--- config.mk ---
export PLATFORM = sky130hd
export DESIGN_NAME = sht_cell
export DESIGN_NICKNAME = d
export VERILOG_FILES = /design/src/sht_pkg.sv /design/src/sht_cell.sv
export SDC_FILE = /design/constraint.sdc
export NUM_CORES = 1
export LEC_CHECK = 0
export BUFFER_PORTS_ARGS = -buffer_cell sky130_fd_sc_hd__buf_2
export CORE_ASPECT_RATIO = 0.8
export CORE_MARGIN = 5
export CORE_UTILIZATION = 52
export CTS_BUF_LIST = sky130_fd_sc_hd__clkbuf_16
export CTS_CLUSTER_SIZE = 40
export DETAILED_ROUTE_END_ITERATION = 8
export GPL_ROUTABILITY_DRIVEN = 0
export MAX_ROUTING_LAYER = met4
export PLACE_DENSITY_LB_ADDON = 0.3
export SYNTH_ARGS = -nofsm -noshare
export SYNTH_HDL_FRONTEND = slang
export SYNTH_SLANG_ARGS = --single-unit
--- constraint.sdc ---
create_clock -name clock -period 9.3 [get_ports clock]
set_input_delay 1.86 -clock clock [delete_from_list [all_inputs] [get_ports clock]]
set_output_delay 1.86 -clock clock [all_outputs]
set_load 0.03 [all_outputs]
--- src/sht_pkg.sv ---
// Package of the sorted hash string table: codes, token type and defaults
`timescale 1ns / 1ps
package sht_pkg;

   localparam int SHT_TABLE_DEPTH  = 256;
   localparam int SHT_HEADER_BYTES = 12;

   // result status codes
   typedef enum logic [1:0] {
      ST_FOUND      = 2'd0,
      ST_ADDED      = 2'd1,
      ST_AREA_FULL  = 2'd2,
      ST_TABLE_FULL = 2'd3
   } status_type;

   // what a token moving down the cell chain carries
   typedef enum logic [1:0] {
      TK_IDLE   = 2'd0,
      TK_SEARCH = 2'd1,
      TK_SHIFT  = 2'd2,
      TK_DONE   = 2'd3
   } tok_kind_type;

   typedef struct packed {
      tok_kind_type kind;
      logic [31:0]  hash;
      logic [15:0]  len;
      logic [31:0]  off;
      status_type   stat;
   } tok_type;

endpackage

--- src/sht_cell.sv ---
// One table slot of the sorted chain: holds an entry and passes a token on
`timescale 1ns / 1ps
module sht_cell
   import sht_pkg::*;
(
   input  logic    clock,
   input  logic    reset,
   input  logic    ent_valid,
   input  tok_type up_tok,
   output tok_type dn_tok
);

   logic [31:0] ent_hash_ff, ent_hash_in;
   logic [15:0] ent_len_ff, ent_len_in;
   logic [31:0] ent_off_ff, ent_off_in;
   logic        ent_we;
   tok_type     tok_ff, tok_in;
   tok_type     old_tok;

   // displaced entry, or a done marker when this slot was empty
   always_comb begin
      old_tok = '0;
      if (ent_valid) begin
         old_tok.kind = TK_SHIFT;
         old_tok.hash = ent_hash_ff;
         old_tok.len  = ent_len_ff;
         old_tok.off  = ent_off_ff;
         old_tok.stat = ST_ADDED;
      end else begin
         old_tok.kind = TK_DONE;
         old_tok.stat = ST_ADDED;
      end
   end

   // token handling
   always_comb begin
      tok_in     = up_tok;
      ent_we     = 1'b0;
      ent_hash_in = up_tok.hash;
      ent_len_in  = up_tok.len;
      ent_off_in  = up_tok.off;
      unique case (up_tok.kind)
         TK_IDLE, TK_DONE: begin
            tok_in = up_tok;
         end
         TK_SEARCH: begin
            if (ent_valid && ent_hash_ff < up_tok.hash) begin
               tok_in = up_tok;
            end else if (ent_valid && ent_hash_ff == up_tok.hash) begin
               tok_in      = up_tok;
               tok_in.kind = TK_DONE;
               tok_in.stat = ST_FOUND;
               tok_in.off  = ent_off_ff;
               tok_in.len  = ent_len_ff;
            end else if (up_tok.stat != ST_ADDED) begin
               // insert point, but area or table has no room
               tok_in      = up_tok;
               tok_in.kind = TK_DONE;
               tok_in.off  = '0;
               tok_in.len  = '0;
            end else begin
               ent_we = 1'b1;
               tok_in = old_tok;
            end
         end
         TK_SHIFT: begin
            ent_we = 1'b1;
            tok_in = old_tok;
         end
         default: begin
            tok_in = up_tok;
         end
      endcase
   end

   // token register, only the kind needs reset
   always_ff @(posedge clock) begin
      if (reset) begin
         tok_ff.kind <= TK_IDLE;
      end else begin
         tok_ff.kind <= tok_in.kind;
      end
      tok_ff.hash <= tok_in.hash;
      tok_ff.len  <= tok_in.len;
      tok_ff.off  <= tok_in.off;
      tok_ff.stat <= tok_in.stat;
   end

   // entry storage
   always_ff @(posedge clock) begin
      if (ent_we) begin
         ent_hash_ff <= ent_hash_in;
         ent_len_ff  <= ent_len_in;
         ent_off_ff  <= ent_off_in;
      end
   end

   assign dn_tok = tok_ff;

endmodule

-- Yosys cells after proc, flatten, opt, wreduce, memory -nomap -nowiden
Cells that the tools add are included.
- register bits: 164
- input bits: 87
- output and inout bits: 84
- word-level logic and storage cells: 28
- order comparisons: 1
- muxes and demuxes: 10
- reductions and logical operators: 4
- eq/ne operators: 5
- operators with widths (cell ; number):
    84-bit two-way mux ; 3
    84-bit one-hot mux with 3 select lines ; 1
    80-bit two-way mux ; 1
    32-bit equality test ; 1
    32-bit < comparator ; 1
    2-bit equality test, second input constant ; 2
    1-bit two-way mux ; 4
    2-bit by 1-bit equality test with 1-bit output, second input constant ; 1
    1-bit logical AND ; 2
    2-bit zero test ; 1
    2-bit by 1-bit inequality test with 1-bit output, second input constant ; 1
    1-bit one-hot mux with 2 select lines ; 1
    2-bit OR reduction ; 1

-- Longest topological paths before layout
Gate-level depths: netlist (run 1).
- depth after elaboration: 5
- gate-level depth with buffers: 11
- depth with buffers taken out: 9

-- Worst setup path before layout (run 1)
Ideal clock, no wire load.
- path type: input to register
- start: input port up_tok[80] (netlist bit)
- end: register ent_hash_ff[0] (enable)
- buffers on the path: 1
- cell stages on the path: 9
- data required time: 8765 ps
- library setup time: 535 ps
- data arrival time: 7089 ps
- slack: 1676 ps
- path through: inv_1 > ha_1 > nand4_1 > nor4_1 > o31a_1 > o21bai_1 > nand2b_1 > buf_2 > o21bai_1
- cells in the longest elaborated chain, start to end: 5
- elaborated cells between the ends (all ways): 7
- classes of those cells: order compare (1); eq/ne (1); mux (3); reduce/logical (2)
- RTL lines (what ; line ; text):
    start, declared ; sht_cell.sv:9 ; input tok_type up_tok,
    parallel branches: the longest is 3 deep, another holds 32-bit < comparator ; n/a ;
    1-bit two-way mux (*) ; sht_cell.sv:47 ; if (ent_valid && ent_hash_ff < up_tok.hash) begin
    1-bit one-hot mux with 2 select lines (*) ; sht_cell.sv:42 ; unique case (up_tok.kind)
    net ent_we ; sht_cell.sv:16 ; logic ent_we;
    end signal, assigned ; sht_cell.sv:92 ; ent_hash_ff <= ent_hash_in;
    end, declared ; sht_cell.sv:13 ; logic [31:0] ent_hash_ff, ent_hash_in;
Mark *: on every way through the listed nets, which the timed path passes.
A chain may end at the register's enable or synchronous reset.

-- Final worst setup path (run 1)
- start: input port up_tok[72] (netlist bit)
- end: register ent_hash_ff[8] (enable)
Same word-level chain as after synthesis.

==> results.yml, run 1 <==
status:
  status: "completed"
route:
  viasPerCell: 5.50
  via_count: 4383
  avgRoutedWirePerCell_um: 17.5
  first_iter_violations: 346
  drc: 0
  drtAntennaViolNets: 0
  firstDrtPassIters: 5
  wl_um: 14000
layout:
  seq_area_sq_um: 4080
  multiInputGateArea_sq_um: 1820
  final_cell_area_sq_um: 7700
  drive_gt1_share_pct: 32.4
  nets: 756
  fillers: 838
  utilization_pct: 66.8
  syn2layout_area_growth_pct: 25.9
  fin_cells: 797
min_path:
  min_from: "ent_off_ff[7]"
  hold_depth: 1
  min_path_type: "reg2reg"
  hold_end: "dn_tok[9]"
placement:
  dp.cells: 764
  dp_hpwl_um: 9600
  portBuffers: 170
  pre_cts_ws_ps: 3410
  placed_cell_area_sq_um: 7110
setup_path:
  critPathTopFamily: "compound AO/OA/AOI/OAI gates"
  r2r_start: "ent_hash_ff[22]"
  crit_required_ps: 9340
  critPathBufInv: 4
  start_kind: "primary input"
  slowest_delay_ps: 770
  cp.depth: 11
  path_common_cell: "buf_4"
  end_kind: "flop"
  cp_slowest_cell: "o21bai_4"
  path_class: "in2reg"
  crit-reg2reg-capture: "ent_hash_ff[8]"
  r2r_slack_ps: 4990
  reg2reg_depth: 9
  worstPathMaxFanout: 52
  critPathArrivalTime_ps: 5520
  crit_chain: "buf_2 -> inv_1 -> ha_1 -> nand4_1 -> nor4_1 -> o31a_1 -> o21bai_1 -> buf_4 -> nand2b_1 -> o21bai_4 -> buf_4"
sta:
  tns_ps: 0
  setup_ws_ps: 3830
  clock_skew_ps: 10.8
  hold_viol: 0
  max_freq_mhz: 183
  setup_viol: 0
  slew_headroom_pct: 26.9
  worst_slew_pin_slew_ps: 1090
  period_minus_slack_ps: 5470
  slew_violations: 0
  fin_crit_sh_pct: 58.9
  hold_slack_ps: 457
  rsz0062_at_grt: "false"
logic_synthesis:
  yosys_most_used_dff: "dfxtp_1"
  synthCells: 466
  synth_edf_count: 80
  synth-seq-area-share_pct: 66.8
  yosys.cell_types.count: 34
  async_reset_ff_share_pct: 0
  synthTopCellsByArea: "edfxtp_1, dfxtp_1, a22o_1"
  synth_area_sq_um: 6120
  avgSynthCellArea_sq_um: 13.1
  syn_nets: 587
  yosysWarnings: 0
  synth_top_area_share_pct: 39.3
  yosys.area.top_type: "edfxtp_1"
  ys_ff_latch: 164
  synth_commonest_cells: "dfxtp_1, edfxtp_1, a22o_1"
  yosysMostFrequentCell: "dfxtp_1"
cts:
  holdBufCountCts: 0
  cts_max_level: 4
  cts.clk_slew.worst_paths_ps: 70
  cts_resized: 0
  ctsRootBufferMaster: "clkbuf_16"
  clkLatencyLatePin_ps: 420
  post_cts_buffers: 0
  cts_tree: "done"
  cts.sinks: 164
  cts_buffers: 17
  clockBufferDepth: 2
pwr:
  p_total_mw: 1.76
  power_density_nw_per_um2: 228
  power_leakage_nw: 3.39
  ir_worst_vdd_mv: 0.186
floorplanning:
  io_pins: 171
  core-area_sq_um: 11500
  rows: 35
  die_w_um: 131
  start_util_pct: 53.1
  die-area_sq_um: 14000
  die_y_um: 107
grt:
  antenna_found_initial: 1
  grt_pass1_vias: 4273
  grt_pass1_wl_um: 22100
  grt_use_total_pct: 20.0
  grt_max_degree: 53
  grt_overflow: 0
job:
  maxCapViolations: 0
[layout by cell type (no fill, tap or decap), types with 4 or more instances in the layout]
cell	netlist	layout
clkbuf_16	0	17
a22o_1	68	68
nor2b_1	4	4
a31oi_1	11	11
a21oi_1	16	16
dfxtp_1	84	84
inv_8	0	5
ha_1	34	34
nor2_1	6	6
nand4_1	9	9
inv_6	0	4
nand3_1	27	27
edfxtp_1	80	80
o21ai_0	27	27
buf_2	11	170
buf_4	0	5
inv_1	37	37
nand2_1	12	12
[metal layers]
metal | part of all wire, % | GRT usage (%) | up-vias
li1 | - | - | 2105
met4 | 0.65 | 5.07 | 0
met3 | 7.5 | 4.83 | 11
met2 | 46 | 30.5 | 193
met5 | 0 | - | -
met1 | 45 | 27.4 | 2074
[worst max-delay path by stage]
stage               startpoint              end  slack, ps
global route        up_tok[72]  ent_hash_ff[31]       3530
finish              up_tok[72]   ent_hash_ff[8]       3830
CTS                 up_tok[72]  ent_hash_ff[31]       3820
detailed placement  up_tok[72]  ent_hash_ff[30]       3410
global placement    up_tok[71]  ent_hash_ff[26]       3510
floorplan           up_tok[80]   ent_hash_ff[0]       1680
[worst register-to-register path, stage by stage (launching register included)]
cell	delay [ps]
edfxtp_1	420
ha_1	320
nand4_1	190
nor4_1	500
o31a_1	300
o21bai_1	90
buf_4	200
nand2b_1	390
o21bai_4	770
buf_4	710
[kinds of logic (layout without fill, tap and decap cells)]
group           after synthesis  in the layout  synth area share (%)
simple gates                 65             65                  5.36
compound gates              141            141                  16.9
flops                       164            164                  66.8
other cells                   0              1                     0
fa+ha+maj                    34             34                  6.96
buf+inv                      62            244                  4.03
[where the power goes]
| part | switching, mW | leakage (nW) | total, mW | internal (mW) |
|---|---|---|---|---|
| Sequential | 0.0163 | 1.44 | 0.831 | 0.814 |
| Combinational | 0.170 | 1.67 | 0.253 | 0.0834 |
| Clock | 0.313 | 0.280 | 0.673 | 0.359 |
[final cells by class]
| cell class | instances | area share, % |
|---|---|---|
| diodes | 1 | 0.0325 |
| clock buffers | 17 | 5.53 |
| clock inverters | 15 | 2.03 |
| inverters | 37 | 1.80 |
| multi-input cells | 240 | 23.6 |
| flip-flops and latches | 164 | 53.0 |
| well taps | 148 | 2.41 |
| repair buffers | 175 | 11.5 |
[state kept, by name (all words and copies together), names as in the netlist]
signal and count:
dn_tok 84, ent_hash_ff 32, ent_off_ff 32, ent_len_ff 16
No activity file was read; power rests on OpenSTA's default activity.
==> run 2, diff against run 1 <==
--- a/config.mk
+++ b/config.mk
@@ -5,10 +5,11 @@
 export SDC_FILE = /design/constraint.sdc
 export NUM_CORES = 1
 export LEC_CHECK = 0
+export ABC_AREA = 1
 export BUFFER_PORTS_ARGS = -buffer_cell sky130_fd_sc_hd__buf_2
 export CORE_ASPECT_RATIO = 0.8
 export CORE_MARGIN = 5
-export CORE_UTILIZATION = 52
+export CORE_UTILIZATION = 55
 export CTS_BUF_LIST = sky130_fd_sc_hd__clkbuf_16
 export CTS_CLUSTER_SIZE = 40
 export DETAILED_ROUTE_END_ITERATION = 8
==> constraint.sdc (replaced) <==
create_clock -name clock -period 5.5 [get_ports clock]
set_input_delay 1.1 -clock clock [delete_from_list [all_inputs] [get_ports clock]]
set_output_delay 1.1 -clock clock [all_outputs]
set_load 0.03 [all_outputs]
==> results.yml, run 2 <==
status:
  status: "completed"
floorplanning:
  io_pins: 171
  die_y_um: 121
  rows: 40
  die_w_um: 149
  core-area_sq_um: 15100
  start_util_pct: 56.3
  die-area_sq_um: 18000
route:
  first_iter_violations: 716
  viasPerCell: 5.55
  avgRoutedWirePerCell_um: 15.8
  firstDrtPassIters: 5
  drc: 0
  wl_um: 22200
  via_count: 7785
  drtAntennaViolNets: 0
cts:
  ctsRootBufferMaster: "clkbuf_16"
  holdBufCountCts: 0
  cts.clk_slew.worst_paths_ps: 70
  cts.sinks: 164
  cts_buffers: 17
  clockBufferDepth: 2
  cts_tree: "done"
  cts_max_level: 4
  clkLatencyLatePin_ps: 430
  post_cts_buffers: 0
  cts_resized: 0
logic_synthesis:
  synthCells: 1053
  yosys_most_used_dff: "dfxtp_1"
  synth_area_sq_um: 8480
  yosys.area.top_type: "edfxtp_1"
  ys_ff_latch: 164
  yosysMostFrequentCell: "nand2_1"
  synth_commonest_cells: "nand2_1, o21ai_0, dfxtp_1"
  yosysWarnings: 0
  syn_nets: 1174
  synth_edf_count: 80
  synth_top_area_share_pct: 28.3
  synth-seq-area-share_pct: 48.1
  synthTopCellsByArea: "edfxtp_1, dfxtp_1, nand2_1"
  avgSynthCellArea_sq_um: 8.06
  yosys.cell_types.count: 29
  async_reset_ff_share_pct: 0
sta:
  setup_viol: 0
  period_minus_slack_ps: 3420
  slew_headroom_pct: 18.3
  clock_skew_ps: 14.5
  rsz0062_at_grt: "false"
  tns_ps: 0
  slew_violations: 0
  hold_viol: 0
  max_freq_mhz: 292
  worst_slew_pin_slew_ps: 1220
  fin_crit_sh_pct: 62.2
grt:
  grt_pass1_wl_um: 35100
  grt_max_degree: 140
  grt_overflow: 0
  grt_use_total_pct: 24.9
  grt_pass1_vias: 7008
  antenna_found_initial: 2
layout:
  nets: 1299
  fillers: 1213
  final_cell_area_sq_um: 9990
  drive_gt1_share_pct: 19.1
  largest_reg_flops: 84
  final_cell_mix: "nand2_1, buf_2, o21ai_0"
  syn2layout_area_growth_pct: 17.8
  final_common_cell: "nand2_1"
setup_path:
  end_kind: "flop"
  path_class: "in2reg"
  critPathArrivalTime_ps: 3740
  crit_required_ps: 5820
  start_kind: "primary input"
  worstPathMaxFanout: 139
job:
  maxCapViolations: 0
placement:
  dp_hpwl_um: 13500
  placed_cell_area_sq_um: 9400
  portBuffers: 170
min_path:
  min_path_type: "reg2reg"
pwr:
  power_density_nw_per_um2: 323
  ir_worst_vdd_mv: 0.280
  power_leakage_nw: 4.82
## run 2: cell types whose count changed after synthesis, sizes merged, moves of 17 or more
cell    before  now
a22oi        0   32
nand2       12  305
a22o        68    0
clkbuf      14   44
nor2         6   62
a21oi       16   66
nand4        9   26
buf         11   32
o21ai       29  116
inv         37   84
o211ai       1   56
## run 2: cell type report
class | count | area, sq um | share of cell area (%)
Sequential cell | 164 | 4080 | 40.9
Multi-Input combinational cell | 729 | 3770 | 37.8
Timing Repair Buffer | 182 | 966 | 9.67
Clock buffer | 17 | 425 | 4.26
Inverter | 84 | 315 | 3.16
Tap cell | 210 | 263 | 2.63
Clock inverter | 15 | 160 | 1.60
Antenna cell | 2 | 5.00 | 0.0501
## run 2: per-stage QoR
| step | hold slack, ps | util [%] | total power [mW] | setup WS (ps) | instances |
|---|---|---|---|---|---|
| 6_report | 589 | 66.3 | 3.23 | 2080 | 1403 |
| 3_3_place_gp | 573 | 62.4 | 2.05 | 1840 | 1369 |
| 4_1_cts | 590 | 66.3 | 3.24 | 2180 | 1401 |
| 5_1_grt | 626 | 66.3 | 3.37 | 1880 | 1403 |
| 2_1_floorplan | 556 | - | 1.86 | 544 | 1053 |
| 3_5_place_dp | 576 | 62.4 | 2.06 | 1760 | 1369 |
## run 2: path summary, 6_finish.rpt
| kind | start | endpoint | slack [ps] | cells after the start |
|---|---|---|---|---|
| setup / recovery | up_tok[81] | dn_tok[35] | 2080 | 13 |
| hold / removal | ent_off_ff[23] | dn_tok[25] | 590 | 4 |
| setup reg to reg | ent_hash_ff[31] | dn_tok[35] | 2500 | 11 |
| hold reg to reg | ent_off_ff[23] | dn_tok[25] | 590 | 4 |
## run 2: per-layer routing
metal / part of all wire [%] / global-route usage [%] / vias up
li1: - / - / 3844
met1: 44 / 34.5 / 3514
met2: 45 / 37.4 / 401
met3: 10 / 4.82 / 26
met4: 1.4 / 7.78 / 0
met5: 0 / - / -
## run 2: logic make-up (layout without fill, tap and decap cells)
logic type | after synthesis | count (layout) | synth area share [%]
flip-flops | 164 | 164 | 48.1
adder cells (fa/ha/maj) | 34 | 34 | 5.01
other | 0 | 2 | 0
AND/OR/NAND/NOR | 422 | 422 | 20.1
AO/OA/AOI/OAI | 273 | 273 | 19.0
buffers and inverters | 160 | 298 | 7.77
## run 2: report_power, final
| group | switching (mW) | total (mW) | internal [mW] |
|---|---|---|---|
| clock | 0.548 | 1.19 | 0.644 |
| sequential | 0.0266 | 1.41 | 1.38 |
| combinational | 0.445 | 0.629 | 0.185 |
## run 2: worst max-delay path, stage by stage
cell	delay, ps
buf_2	110
inv_1	70
ha_1	300
nand2_1	70
nor2_1	150
nand2_1	150
nor2_4	200
nand2_2	380
nand2_4	200
buf_12	410
o21ai_0	240
o211ai_1	150
nand2_1	70
==> run 3, diff against run 2 <==
==> constraint.sdc (replaced) <==
create_clock -name clock -period 3.45 [get_ports clock]
set_input_delay 0.69 -clock clock [delete_from_list [all_inputs] [get_ports clock]]
set_output_delay 0.69 -clock clock [all_outputs]
set_load 0.03 [all_outputs]
==> results.yml, run 3 (synthesis gave the netlist of run 2 again) <==
floorplanning:
  die_y_um: 121
  rows: 40
  die_w_um: 149
  io_pins: 171
  start_util_pct: 56.3
  core-area_sq_um: 15100
  die-area_sq_um: 18000
route:
  drtAntennaViolNets: 0
  first_iter_violations: 812
  viasPerCell: 5.62
  wl_um: 22800
  avgRoutedWirePerCell_um: 16.1
  drc: 0
  via_count: 7951
  firstDrtPassIters: 8
cts:
  cts.clk_slew.worst_paths_ps: 60
  ctsRootBufferMaster: "clkbuf_16"
  cts.sinks: 164
  post_cts_buffers: 0
  cts_max_level: 4
  clkLatencyLatePin_ps: 430
  cts_resized: 0
  cts_buffers: 17
  clockBufferDepth: 2
  holdBufCountCts: 0
  cts_tree: "done"
setup_path:
  crit_chain: "buf_2 -> inv_2 -> ha_1 -> nand2_1 -> nor2_1 -> nand2_1 -> nor2_4 -> nand2_4 -> nand2_4 -> buf_4 -> o21ai_0 -> o211ai_1 -> nand2_1"
  path_common_cell: "nand2_1"
  crit_required_ps: 3760
  critPathArrivalTime_ps: 2910
  slowest_delay_ps: 470
  worstPathMaxFanout: 52
  cp_slowest_cell: "buf_4"
  path_class: "in2reg"
  critPathLaunch: "up_tok[81]"
  end_kind: "flop"
  start_kind: "primary input"
  r2r_start: "ent_hash_ff[21]"
grt:
  grt_pass1_vias: 7363
  grt_max_degree: 82
  grt_pass1_wl_um: 36500
  antenna_found_initial: 4
  grt_use_total_pct: 25.7
  grt_overflow: 0
placement:
  dp_hpwl_um: 14300
  placed_cell_area_sq_um: 9610
  portBuffers: 170
pwr:
  p_clk_share_pct: 34.5
  swShare_pct: 31.3
  pwr-share-comb_pct: 20.6
  p_int_mw: 3.44
  seqPwrFrac_pct: 44.9
  ir_worst_vdd_mv: 0.394
  power_leakage_nw: 4.87
  power_density_nw_per_um2: 493
  switching_power_mw: 1.57
sta:
  worst_slew_pin_slew_ps: 995
  slew_violations: 0
  slew_headroom_pct: 33.7
  clock_skew_ps: 8.86
  period_minus_slack_ps: 2600
  rsz0062_at_grt: "false"
  max_freq_mhz: 384
  setup_viol: 0
  hold_viol: 0
  tns_ps: 0
  fin_crit_sh_pct: 75.4
layout:
  nets: 1308
  largest_reg_flops: 84
  fillers: 1221
  final_common_cell: "nand2_1"
  drive_gt1_share_pct: 20.6
  final_cell_mix: "nand2_1, buf_2, o21ai_0"
  utilization_pct: 67.4
  final_cell_area_sq_um: 10100
  syn2layout_area_growth_pct: 19.6
min_path:
  min_from: "reset"
  min_path_type: "in2reg"
status:
  status: "completed"
job:
  maxCapViolations: 0
## run 3: changes by cell type in the layout (fill, tap and decap cells not counted), sizes merged
cell	previous run	this run
diode	2	4
clkinv	3	6
inv	93	91
buf	182	191
bufinv	1	0
## run 3: critical path: cells and delay by family
family | cells | cell delay [ps]
and+or+nand+nor | 7 | 940
buffers and inverters | 3 | 660
AOI/OAI and AO/OA | 2 | 320
adders and majority gates | 1 | 280
## run 3: cell type report
cell class,instances,area (sq um),share of cell area [%]
sequential,164,4080,40.2
clock buffer,17,425,4.19
clock inverter,15,109,1.07
timing repair buffer,191,1060,10.4
multi-input combinational,729,3860,38.0
inverter,84,343,3.38
tap,210,263,2.59
antenna,4,10.0,0.0986
## run 3: metal layers
| metal | routed length, um | vias to the layer above | global-route usage, % |
|---|---|---|---|
| li1 | - | 3872 | - |
| met1 | 10000 | 3640 | 35.8 |
| met2 | 10200 | 404 | 37.8 |
| met5 | 0 | - | - |
| met3 | 2170 | 35 | 5.34 |
| met4 | 393 | 0 | 8.29 |
## run 3: power groups by stage
stage / sequential [mW] / combinational [mW] / clock (mW)
final: 2.25 / 1.03 / 1.73
after global routing: 2.26 / 1.13 / 1.84
after CTS: 2.25 / 1.02 / 1.76
after detailed placement: 2.29 / 1.02 / 0
after global placement: 2.29 / 1.00 / 0
after floorplan: 2.51 / 0.464 / 0
## run 3: stage by stage
step                cells  worst slack [ps]  power, mW  hold slack (ps)
detailed placement   1378               466       3.31              582
global placement     1378               512       3.29              569
floorplan            1053              -224       2.98              556
CTS                  1410               879       5.03              418
global route         1414               643       5.23              423
finish               1414               849       5.00              440
## run 3: final timing paths
| check | to | slack (ps) | depth (start not counted) |
|---|---|---|---|
| worst min register to register | dn_tok[20] | 600 | 4 |
| worst min-delay path | dn_tok[82] | 440 | 2 |
| worst max register to register | dn_tok[5] | 870 | 11 |
| worst max-delay path | dn_tok[5] | 850 | 13 |
